<file path="src/hdl/periodic_can_frame_scheduler_macros.svh">
// Assertion macros for the periodic CAN frame scheduler.
`ifndef PERIODIC_CAN_FRAME_SCHEDULER_MACROS_SVH
`define PERIODIC_CAN_FRAME_SCHEDULER_MACROS_SVH
`ifndef NO_ASSERTIONS
`define PCS_ASSERT_IMPL(label, clk, rst_n, ante, cons, msg) \
    label: assert property (@(posedge clk) disable iff (!rst_n) (ante) |-> (cons)) \
        else $error(msg);
`define PCS_ASSERT_NEXT(label, clk, rst_n, ante, cons, msg) \
    label: assert property (@(posedge clk) disable iff (!rst_n) (ante) |=> (cons)) \
        else $error(msg);
`else
`define PCS_ASSERT_IMPL(label, clk, rst_n, ante, cons, msg)
`define PCS_ASSERT_NEXT(label, clk, rst_n, ante, cons, msg)
`endif
`endif

</file>
<file path="src/hdl/pcs_pkg.sv">
`timescale 1ns / 1ps
`default_nettype none
package pcs_pkg;
    localparam int TASKS = 8;
    localparam int SLOT_W = 3;
    localparam int MAX_SENDS = 8;
    localparam logic [7:0] CRC_POLY = 8'h1D;
    localparam logic [7:0] CRC_INIT = 8'hFF;
    localparam logic [7:0] CRC_XOROUT = 8'hFF;

    localparam logic [1:0] REG_SPECIAL_SLOT = 2'd0;
    localparam logic [1:0] REG_HV_STATUS = 2'd1;
    localparam logic [1:0] REG_ALIVE_LIMIT = 2'd2;

    localparam logic FUNC_LOAD = 1'b0;
    localparam logic FUNC_TICK = 1'b1;

    // Controller commands to the datapath.
    typedef struct packed {
        logic load;        // write the input item into its slot
        logic tick_start;  // latch time and FIFO space, clear counters
        logic eval;        // read current slot, evaluate due, apply special packing
        logic send;        // load the output register with the current slot
        logic empty;       // load the output register with the empty marker
        logic crc_start;   // begin byte-serial CRC on the current slot
        logic crc_step;    // fold one payload byte into the CRC
        logic crc_write;   // write back the updated payload
        logic next_slot;   // advance the slot index
        logic out_last;    // mark the output frame as last
    } t_cmd;

    // Datapath status to the controller.
    typedef struct packed {
        logic due;         // current slot is valid and due
        logic can_send;    // FIFO space and send budget remain
        logic special;     // current slot is the special slot
        logic crc_done;    // all CRC bytes folded
        logic last_slot;   // current slot index is the final one
        logic more_due;    // a later slot will produce a frame
        logic any_sent;    // at least one frame sent in this tick
    } t_sts;

    // One CRC8 SAE J1850 byte step.
    function automatic logic [7:0] crc_byte(input logic [7:0] crc, input logic [7:0] data);
        logic [7:0] c;
        c = crc ^ data;
        for (int b = 0; b < 8; b++) begin
            c = c[7] ? ({c[6:0], 1'b0} ^ CRC_POLY) : {c[6:0], 1'b0};
        end
        return c;
    endfunction
endpackage
`default_nettype wire

</file>
<file path="src/hdl/pcs_datapath.sv">
`timescale 1ns / 1ps
`default_nettype none
module pcs_datapath (
    input  wire                           i_clk,
    input  wire                           i_rst_n,
    input  wire pcs_pkg::t_cmd            i_cmd,
    output pcs_pkg::t_sts                 o_sts,
    input  wire [pcs_pkg::SLOT_W-1:0]     i_slot,
    input  wire [10:0]                    i_frame_id,
    input  wire [15:0]                    i_send_period,
    input  wire [3:0]                     i_frame_len,
    input  wire [63:0]                    i_payload,
    input  wire                           i_use_alive,
    input  wire                           i_use_crc,
    input  wire [31:0]                    i_now_ms,
    input  wire [3:0]                     i_fifo_space,
    input  wire [2:0]                     i_special_slot,
    input  wire [2:0]                     i_hv_status,
    input  wire [4:0]                     i_alive_limit,
    output logic [82:0]                   o_frame,
    output logic                          o_frame_last
);
    localparam int NT = pcs_pkg::TASKS;

    // Slot table.
    logic [NT-1:0]  r_valid, r_force;
    logic [10:0]    r_id     [NT];
    logic [15:0]    r_period [NT];
    logic [3:0]     r_len    [NT];
    logic [1:0]     r_flags  [NT];
    logic [63:0]    r_pay    [NT];
    logic [31:0]    r_next   [NT];
    logic [4:0]     r_alive;

    // Tick context.
    logic [31:0]    r_now;
    logic [3:0]     r_space;
    logic [3:0]     r_sent;
    logic [pcs_pkg::SLOT_W-1:0] r_idx;

    // CRC engine.
    logic [7:0]     r_crc;
    logic [2:0]     r_crc_k;
    logic [2:0]     r_crc_cnt;
    logic [63:0]    r_work;

    logic [31:0]    w_diff;
    logic           w_due;
    logic           w_special;
    logic [63:0]    w_packed;
    logic [7:0]     w_b1, w_b2;
    logic [NT-1:0]  w_due_vec;

    // Due vector for lookahead of last frame.
    always_comb begin
        logic [31:0] d;
        d = '0;
        for (int i = 0; i < NT; i++) begin
            d = r_now - r_next[i];
            w_due_vec[i] = r_valid[i] && (r_force[i] || !d[31]);
        end
    end

    assign w_diff    = r_now - r_next[r_idx];
    assign w_due     = r_valid[r_idx] && (r_force[r_idx] || !w_diff[31]);
    assign w_special = ({1'b0, r_idx} == {1'b0, i_special_slot});

    // Special packing of alive and status bits (CRC computed serially after).
    always_comb begin
        w_b1 = {i_hv_status[1], i_hv_status[0], r_pay[r_idx][13], r_alive};
        w_b2 = {r_pay[r_idx][23:17], i_hv_status[2]};
        w_packed = {r_pay[r_idx][63:24], w_b2, w_b1, r_pay[r_idx][7:0]};
    end

    always_comb begin
        logic [3:0] rem;
        logic       more;
        rem  = r_space - 4'd1;
        more = 1'b0;
        for (int i = 0; i < NT; i++) begin
            if (i > int'(r_idx) && w_due_vec[i]) more = 1'b1;
        end
        o_sts.due       = w_due;
        o_sts.can_send  = (r_space != 4'd0) && (r_sent < 4'(pcs_pkg::MAX_SENDS));
        o_sts.special   = w_special;
        o_sts.crc_done  = (r_crc_k >= r_crc_cnt);
        o_sts.last_slot = (r_idx == pcs_pkg::SLOT_W'(NT - 1));
        o_sts.more_due  = more && (rem != 4'd0) && (r_sent + 4'd1 < 4'(pcs_pkg::MAX_SENDS));
        o_sts.any_sent  = (r_sent != 4'd0);
    end

    // Control registers.
    always_ff @(posedge i_clk) begin
        if (!i_rst_n) begin
            r_valid <= '0;
            r_force <= '0;
            r_alive <= '0;
            r_sent  <= '0;
            r_idx   <= '0;
        end else begin
            if (i_cmd.load) begin
                r_valid[i_slot] <= 1'b1;
                r_force[i_slot] <= 1'b1;
            end
            if (i_cmd.tick_start) begin
                r_sent <= '0;
                r_idx  <= '0;
            end
            if (i_cmd.send) begin
                r_sent <= r_sent + 4'd1;
                r_force[r_idx] <= 1'b0;
                if (w_special) begin
                    r_alive <= (r_alive >= i_alive_limit) ? 5'd0 : r_alive + 5'd1;
                end
            end
            if (i_cmd.next_slot) r_idx <= r_idx + 1'b1;
        end
    end

    // Payload storage and datapath registers.
    always_ff @(posedge i_clk) begin
        if (i_cmd.load) begin
            r_id[i_slot]     <= i_frame_id;
            r_period[i_slot] <= i_send_period;
            r_len[i_slot]    <= i_frame_len;
            r_flags[i_slot]  <= {i_use_crc, i_use_alive};
            r_pay[i_slot]    <= i_payload;
        end
        if (i_cmd.tick_start) begin
            r_now   <= i_now_ms;
            r_space <= i_fifo_space;
        end
        if (i_cmd.eval && w_special) r_pay[r_idx] <= w_packed;
        if (i_cmd.send) begin
            r_space       <= r_space - 4'd1;
            r_next[r_idx] <= r_now + {16'd0, r_period[r_idx]};
            o_frame <= {r_pay[r_idx], r_len[r_idx], r_id[r_idx], r_idx, 1'b1};
            o_frame_last <= i_cmd.out_last;
        end
        if (i_cmd.empty) begin
            o_frame      <= 83'd0;
            o_frame_last <= 1'b1;
        end
        // CRC work copy: special uses seven bytes of the packed payload,
        // ordinary len-1 clamped.
        if (i_cmd.crc_start) begin
            r_crc   <= pcs_pkg::CRC_INIT;
            r_crc_k <= 3'd0;
            if (w_special) begin
                r_work    <= w_packed;
                r_crc_cnt <= 3'd7;
            end else begin
                r_work <= r_flags[r_idx][0]
                    ? {r_pay[r_idx][63:16], 4'd0, r_pay[r_idx][11:8] + 4'd1,
                       r_pay[r_idx][7:0]}
                    : r_pay[r_idx];
                r_crc_cnt <= !r_flags[r_idx][1] ? 3'd0 :
                    (r_len[r_idx] == 4'd0) ? 3'd0 :
                    (r_len[r_idx] > 4'd8) ? 3'd7 : 3'(r_len[r_idx] - 4'd1);
            end
        end
        if (i_cmd.crc_step) begin
            r_crc   <= pcs_pkg::crc_byte(r_crc, r_work[8*(int'(r_crc_k)+1) +: 8]);
            r_crc_k <= r_crc_k + 3'd1;
        end
        if (i_cmd.crc_write) begin
            if (w_special || r_flags[r_idx][1]) begin
                r_pay[r_idx] <= {r_work[63:8], r_crc ^ pcs_pkg::CRC_XOROUT};
            end else begin
                r_pay[r_idx] <= r_work;
            end
        end
    end
endmodule
`default_nettype wire

</file>
<file path="src/hdl/pcs_ctrl.sv">
`timescale 1ns / 1ps
`default_nettype none
module pcs_ctrl (
    input  wire                 i_clk,
    input  wire                 i_rst_n,
    input  wire                 i_in_valid,
    input  wire                 i_in_func,
    output logic                o_in_ready,
    output logic                o_out_valid,
    input  wire                 i_out_ready,
    input  wire pcs_pkg::t_sts  i_sts,
    output pcs_pkg::t_cmd       o_cmd
);
    typedef enum logic [6:0] {
        S_IDLE   = 7'b0000001,
        S_EVAL   = 7'b0000010,
        S_PCRC   = 7'b0000100,
        S_PWR    = 7'b0001000,
        S_OUT    = 7'b0010000,
        S_UCRC   = 7'b0100000,
        S_UWR    = 7'b1000000
    } t_state;

    t_state r_state, n_state;
    logic   r_valid, n_valid;
    logic   r_was_special, n_was_special;

    assign o_in_ready  = (r_state == S_IDLE) && !r_valid;
    assign o_out_valid = r_valid;

    // Sequencer over the slots of one tick.
    always_comb begin
        n_state = r_state;
        n_valid = r_valid && !i_out_ready;
        n_was_special = r_was_special;
        o_cmd = '0;
        case (r_state)
            S_IDLE: begin
                if (i_in_valid && o_in_ready) begin
                    if (i_in_func == pcs_pkg::FUNC_LOAD) begin
                        o_cmd.load = 1'b1;
                    end else begin
                        o_cmd.tick_start = 1'b1;
                        n_state = S_EVAL;
                    end
                end
            end
            S_EVAL: begin
                if (i_sts.due) begin
                    o_cmd.eval = 1'b1;
                    if (i_sts.special) begin
                        o_cmd.crc_start = 1'b1;
                        n_state = S_PCRC;
                    end else begin
                        n_state = S_OUT;
                    end
                end else if (i_sts.last_slot) begin
                    if (!i_sts.any_sent) begin
                        if (!r_valid || i_out_ready) begin
                            o_cmd.empty = 1'b1;
                            n_valid = 1'b1;
                            n_state = S_IDLE;
                        end
                    end else begin
                        n_state = S_IDLE;
                    end
                end else begin
                    o_cmd.next_slot = 1'b1;
                end
            end
            S_PCRC: begin
                if (i_sts.crc_done) n_state = S_PWR;
                else o_cmd.crc_step = 1'b1;
            end
            S_PWR: begin
                o_cmd.crc_write = 1'b1;
                n_state = S_OUT;
            end
            S_OUT: begin
                if (!i_sts.can_send) begin
                    n_state = S_EVAL;
                    if (i_sts.last_slot) begin
                        if (!i_sts.any_sent) begin
                            if (!r_valid || i_out_ready) begin
                                o_cmd.empty = 1'b1;
                                n_valid = 1'b1;
                                n_state = S_IDLE;
                            end else begin
                                n_state = S_OUT;
                            end
                        end else begin
                            n_state = S_IDLE;
                        end
                    end else begin
                        o_cmd.next_slot = 1'b1;
                    end
                end else if (!r_valid || i_out_ready) begin
                    o_cmd.send = 1'b1;
                    o_cmd.out_last = !i_sts.more_due;
                    n_valid = 1'b1;
                    n_was_special = i_sts.special;
                    o_cmd.crc_start = 1'b1;
                    n_state = S_UCRC;
                end
            end
            S_UCRC: begin
                if (r_was_special || i_sts.crc_done) n_state = S_UWR;
                else o_cmd.crc_step = 1'b1;
            end
            S_UWR: begin
                if (!r_was_special) o_cmd.crc_write = 1'b1;
                if (i_sts.last_slot) begin
                    n_state = S_IDLE;
                end else begin
                    o_cmd.next_slot = 1'b1;
                    n_state = S_EVAL;
                end
            end
            default: n_state = S_IDLE;
        endcase
    end

    always_ff @(posedge i_clk) begin
        if (!i_rst_n) begin
            r_state       <= S_IDLE;
            r_valid       <= 1'b0;
            r_was_special <= 1'b0;
        end else begin
            r_state       <= n_state;
            r_valid       <= n_valid;
            r_was_special <= n_was_special;
        end
    end
endmodule
`default_nettype wire

</file>
<file path="src/hdl/periodic_can_frame_scheduler.sv">
`timescale 1ns / 1ps
`default_nettype none
// Periodic CAN frame scheduler. Load requests (tuser func 0) write a task slot
// and produce no result; tick requests (func 1) scan the eight slots in order
// and emit one result per sent frame, tlast on the final one, or a single empty
// marker when nothing is sent. A tick evaluates each slot in turn; each due
// slot is sent and then has its payload updated, with byte-serial CRC8 in the
// shared CRC unit, and the special slot is packed and given its CRC before
// it is sent; a send waits while the previous result is still held. A new
// request is taken once the scan is over and the last result has been taken.
`include "periodic_can_frame_scheduler_macros.svh"
module periodic_can_frame_scheduler (
    input  wire         i_clk,
    input  wire         i_rst_n,
    input  wire         s_axis_tvalid,
    output logic        s_axis_tready,
    // tdata: slot[2:0], frame_id[13:3], send_period[29:14], frame_len[33:30],
    // payload[97:34], use_alive[98], use_crc[99], now_ms[131:100],
    // fifo_space[135:132]
    input  wire [135:0] s_axis_tdata,
    // tuser: func
    input  wire         s_axis_tuser,
    output logic        m_axis_tvalid,
    input  wire         m_axis_tready,
    // tdata: frame_valid[0], sent_slot[3:1], sent_id[14:4], sent_len[18:15],
    // sent_payload[82:19], zero fill up to 87
    output logic [87:0] m_axis_tdata,
    output logic        m_axis_tlast,
    input  wire         i_cfg_valid,
    output logic        o_cfg_ready,
    input  wire [1:0]   i_cfg_index,
    input  wire [4:0]   i_cfg_data
);
    pcs_pkg::t_cmd w_cmd;
    pcs_pkg::t_sts w_sts;
    logic [2:0] r_special_slot, r_hv_status;
    logic [4:0] r_alive_limit;
    logic [82:0] w_frame;

    assign o_cfg_ready = 1'b1;

    // Configuration registers.
    always_ff @(posedge i_clk) begin
        if (!i_rst_n) begin
            r_special_slot <= 3'd2;
            r_hv_status    <= 3'd1;
            r_alive_limit  <= 5'd14;
        end else if (i_cfg_valid) begin
            case (i_cfg_index)
                pcs_pkg::REG_SPECIAL_SLOT: r_special_slot <= i_cfg_data[2:0];
                pcs_pkg::REG_HV_STATUS:    r_hv_status    <= i_cfg_data[2:0];
                pcs_pkg::REG_ALIVE_LIMIT:  r_alive_limit  <= i_cfg_data;
                default: ;
            endcase
        end
    end

    pcs_ctrl u_ctrl (
        .i_clk(i_clk), .i_rst_n(i_rst_n),
        .i_in_valid(s_axis_tvalid), .i_in_func(s_axis_tuser),
        .o_in_ready(s_axis_tready),
        .o_out_valid(m_axis_tvalid), .i_out_ready(m_axis_tready),
        .i_sts(w_sts), .o_cmd(w_cmd)
    );

    pcs_datapath u_dp (
        .i_clk(i_clk), .i_rst_n(i_rst_n),
        .i_cmd(w_cmd), .o_sts(w_sts),
        .i_slot(s_axis_tdata[2:0]), .i_frame_id(s_axis_tdata[13:3]),
        .i_send_period(s_axis_tdata[29:14]), .i_frame_len(s_axis_tdata[33:30]),
        .i_payload(s_axis_tdata[97:34]), .i_use_alive(s_axis_tdata[98]),
        .i_use_crc(s_axis_tdata[99]), .i_now_ms(s_axis_tdata[131:100]),
        .i_fifo_space(s_axis_tdata[135:132]),
        .i_special_slot(r_special_slot), .i_hv_status(r_hv_status),
        .i_alive_limit(r_alive_limit),
        .o_frame(w_frame), .o_frame_last(m_axis_tlast)
    );

    assign m_axis_tdata = {5'd0, w_frame};

    `PCS_ASSERT_IMPL(a_no_accept_busy, i_clk, i_rst_n, m_axis_tvalid, !s_axis_tready, "input accepted while result pending")
    `PCS_ASSERT_IMPL(a_empty_is_last, i_clk, i_rst_n, m_axis_tvalid && !m_axis_tdata[0], m_axis_tlast && m_axis_tdata[87:1] == 87'd0, "empty marker malformed")
    `PCS_ASSERT_NEXT(a_load_no_result, i_clk, i_rst_n, s_axis_tvalid && s_axis_tready && !s_axis_tuser, !m_axis_tvalid, "load produced a result")
endmodule
`default_nettype wire
</file>
<file path="config.mk">
export PLATFORM = sky130hd
export DESIGN_NAME = periodic_can_frame_scheduler
export DESIGN_NICKNAME = d
export VERILOG_FILES = /design/src/hdl/pcs_pkg.sv /design/src/hdl/pcs_datapath.sv /design/src/hdl/pcs_ctrl.sv /design/src/hdl/periodic_can_frame_scheduler.sv
export VERILOG_INCLUDE_DIRS = /design/src /design/src/hdl
export SDC_FILE = /design/constraint.sdc
export NUM_CORES = 2
export LEC_CHECK = 0
export BUFFER_PORTS_ARGS = -buffer_cell sky130_fd_sc_hd__buf_2
export CELL_PAD_IN_SITES_DETAIL_PLACEMENT = 0
export CELL_PAD_IN_SITES_GLOBAL_PLACEMENT = 1
export CORE_MARGIN = 3
export CORE_UTILIZATION = 38
export DETAILED_ROUTE_END_ITERATION = 6
export PLACE_DENSITY = 0.68
export SLEW_MARGIN = 20
export SYNTH_ARGS = -nofsm -noshare
export SYNTH_HDL_FRONTEND = slang
export SYNTH_SLANG_ARGS = --single-unit
</file>
<file path="constraint.sdc">
create_clock -name i_clk -period 12.6 [get_ports i_clk]
set_input_delay 1.26 -clock i_clk [delete_from_list [all_inputs] [get_ports i_clk]]
set_output_delay 1.26 -clock i_clk [all_outputs]
set_load 0.1 [all_outputs]
</file>
==> results list <==
- The share of total power dissipated in the clock network is 0.410.
- The congestion estimate from routability-driven global placement came to between 0.8 and 0.9.
* Number of maximum-capacitance violations: 0
* Via count normalized by instance count: around 5.4
- The floorplan has 141 rows.
- HPWL after detailed placement: a little under 100 mm
- Counting the fill cells in the layout gives ~13000.
- The final count of hold timing violations came to 0.
* Aggregate negative setup slack: 0 ns
* Max Fclk: between 100 and 150 MHz
- Starting utilization of the core area: 0.3848
- Clock-pin slew was measured on the worst setup and hold paths at approximately 0.06 ns.
* Chip height: around 390 um
* Data required time at the worst endpoint: 13.05 ns
- Prior to clock tree synthesis, the placed netlist has a worst setup slack of approximately 4.6 ns.
- In the final layout, the share of cells above drive strength 1 is 0.2158.
* Reg power frac: 0.493
- Layout overhead on the synthesized area: 14.65%
- Element type at the critical path end: register
- Chip Width: around 400 um
- TritonCTS built the clock tree.
- In this run, placement finished with an instance count of 5834.
* Die Area: 155300 sq um
- The later pin in the worst-skew pair is clocked with a latency of roughly 0.80 ns.
- Across the VDD grid, the largest voltage drop is 0.1292 mV.
- Part of the total power dissipated in combinational logic: 0.097
- Counting flops and latches in the post-synthesis netlist gives between 1000 and 1500.
- Resize count post-CTS: 0
- Portion of synthesized cell area occupied by the leading cell type: 0.6014
- The worst hold path begins at u_dp.o_frame[50].
- Share of the cycle needed by the critical path after routing: 0.6287
- The first detailed-routing pass ran for 5 iterations.
* Mean routed wirelength per cell: around 25 um
* Via count: 32940
- The worst setup path is launched from a register.
- Leakage power figure: 23.24 nW
- Number of synthesized flops with an enable pin: roughly 1100
- Internal Power: 7.469 mW
- The count of pins over their slew limit was 0.
- Slew at the pin with the worst max-slew slack: about 1.2 ns
- The worst path needs 7.921 ns of the cycle, external delays included.
* Post-route antenna net violation count: 0
- Among all flip-flop cells after synthesis, the most frequent one is edfxtp_1.
- Total global-route track usage: 0.1961
- In this run the tightest slew margin relative to its limit is 0.2171.
- Global route total overflow: 0
- Clock H-tree levels: 4
* I/O Pins: between 200 and 250
- Number of library cell types mapped by synthesis: 69
- Synth area leaders: edfxtp_1, mux4_2, ha_1
- Async SR Flop Fraction: 0
- In this run the deepest clock path goes through 3 buffers.
- Startpoint-to-endpoint class of the critical path: register to register
- Of the synthesized area, sequential elements account for 0.6486.
- Iter 0 DRT Violations: roughly 2700
* Sink count of the clock tree: between 1000 and 1500
- After detailed routing, the number of remaining DRC violations is 0.
* Count of hold-fix buffers inserted at cts: 0
- RSZ-0062 raised after global routing: false
- The tree is rooted in a clkbuf_16.
- The flow ran to the end, and the final reports show no timing, DRC or antenna violations.
- In this run the worst path has a maximum fanout of between 50 and 60.
* Worst-case setup margin in the final layout: 4.679 ns
* Post-Route Skew: between 0.05 and 0.06 ns
* Num CTS Buffers: 140
- In this run the post-CTS setup repair buffer count came out at 0.
- Cell taking the most area after synthesis: edfxtp_1
- Largest net degree at the start of global routing: 141
- Average footprint of a synthesized cell: ~15 sq um
- Area of the core: between 100000 and 150000 sq um
- Buffers on Ports: 234
- The first global-routing pass estimated roughly 230 mm of wire.
- Initial antenna violation count: 13
- Net total in the final layout: 4400
- Post-synth design cell area: between 50000 and 60000 sq um
- DRT Wirelength: 153.3 mm
- Post-Layout Cell Count: around 6100
- Crit path DAT: between 8 and 9 ns
* Vias in the first global route: between 30000 and 40000
* Sw Ratio: 0.2470
- Setup violations remaining at the end of the flow were counted as 0.
- Synth warn: 0
* Switching power summed over all nets: roughly 2.4 mW
- Cells after Synth: 3692
- Power spread over the standard cell area amounts to about 150 nW/um^2.
* Type of the tightest min-delay check: register to register
==> stage by stage <==
step / hold WS, ns / power [mW] / instance area, sq um / util
after floorplan: 0.4396 / 5.597 / 57240 / -
after global placement: 0.4360 / 5.935 / 60960 / 0.4099
after detailed placement: 0.4419 / 5.945 / 60960 / 0.4099
after CTS: 0.4513 / 10.01 / 65590 / 0.4410
after global routing: 0.4747 / 10.29 / 65600 / 0.4411
final: 0.4493 / 9.918 / 65610 / 0.4411
==> final timing paths <==
kind	cells after the start	endpoint	slack (ns)
setup / recovery	14	u_dp.r_pay[0][2]	4.68
hold / removal	2	u_dp.o_frame[50]	0.45
setup reg to reg	14	u_dp.r_pay[0][2]	4.68
hold reg to reg	2	u_dp.o_frame[50]	0.45
==> worst max-delay path, cell delays in order, from the launching register on <==
cell and delay [ns]:
dfxtp_4 0.92, buf_4 0.76, mux4_2 0.59, mux2i_1 0.17
ha_1 0.27, a21o_1 0.19, a21o_1 0.18, a2111oi_0 0.55
o22ai_1 0.24, or4_1 0.55, a221oi_2 0.63, or4b_4 0.63
buf_4 0.88, mux2i_1 0.20, o21ai_0 0.67
==> cell usage in the layout, fill, tap and decap left out, types with 137 or more instances in the layout <==
cell type,Yosys,layout
buf_2,8,234
inv_1,246,245
mux2i_1,147,147
nor2_1,148,137
mux4_2,262,262
nand2_1,300,299
clkbuf_16,0,143
o21ai_0,148,148
a21oi_1,153,153
edfxtp_1,1146,1146
ha_1,276,276
==> logic make-up after synthesis <==
kind of cell / after synthesis / synth area share
fa+ha+maj: 279 / 0.06105
buf+inv: 401 / 0.02818
compound gates: 526 / 0.05656
simple gates: 639 / 0.04965
other cells: 2 / 0.0001312
xor+xnor: 80 / 0.01224
mux: 484 / 0.1436
flops: 1281 / 0.6486
==> sequential cells by signal (all words and copies together), names as in the netlist, 3 cells and up, named ones only <==
name and flops:
u_dp.r_crc_cnt 3, u_dp.r_valid 8, u_dp.r_flags 16, u_dp.r_work 64, r_hv_status 3, u_dp.r_now 32
u_dp.r_next 256, u_dp.r_alive 5, u_dp.r_idx 3, u_dp.r_crc 8, u_dp.r_space 4, u_dp.r_sent 4
u_dp.r_crc_k 3, u_dp.r_len 32, u_dp.r_period 128, u_ctrl.r_state 7, u_dp.r_force 8, u_dp.r_id 88
r_special_slot 3, r_alive_limit 5, u_dp.r_pay 512, u_dp.o_frame 83
==> synth_stat cells, drive strengths merged (3+ instances only) <==
cell type and n:
a2111oi 8, a211o 5, a211oi 37, a21o 33, a21oi 153, a221o 4
a221oi 7, a22o 5, a31oi 12, and2 6, and3 8, and4 3
buf 58, clkbuf 97, dfxtp 135, edfxtp 1146, ha 276, inv 246
mux2 75, mux2i 147, mux4 262, nand2 300, nand2b 21, nand3 34
nand3b 9, nand4 36, nor2 148, nor2b 13, nor3 33, nor3b 10
nor4 6, o2111ai 3, o211ai 29, o21a 21, o21ai 161, o21bai 6
o221a 4, o221ai 5, o22ai 9, o31ai 11, or2 3, xnor2 49
xor2 31
==> power groups by stage <==
stage	Sequential (mW)	Combinational, mW	Clock, mW
after global routing	4.90	1.06	4.33
after detailed placement	4.98	0.963	0
final	4.89	0.959	4.07
after CTS	4.89	0.968	4.15
after floorplan	4.97	0.625	0
after global placement	4.98	0.954	0
==> cell type report <==
type	count	area, sq um	share of cell area
Clock buffer	194	3920	0.05975
Inverter	246	923.4	0.01407
Multi-Input combinational cell	2014	18780	0.2862
Tap cell	2002	2505	0.03818
Clock inverter	65	715.7	0.01091
Antenna cell	5	12.51	0.0001907
Sequential cell	1281	37130	0.5660
Timing Repair Buffer	291	1624	0.02475
==> per-layer routing <==
layer  wire, um  global-route usage  vias up
li1           -                   -    14840
met1      66740              0.2689    16840
met2      71390              0.3097     1046
met3      11000             0.04507      216
met4       4149             0.06284        0
met5          0                   0        -
Note: power is estimated with default switching activity, not from simulation.
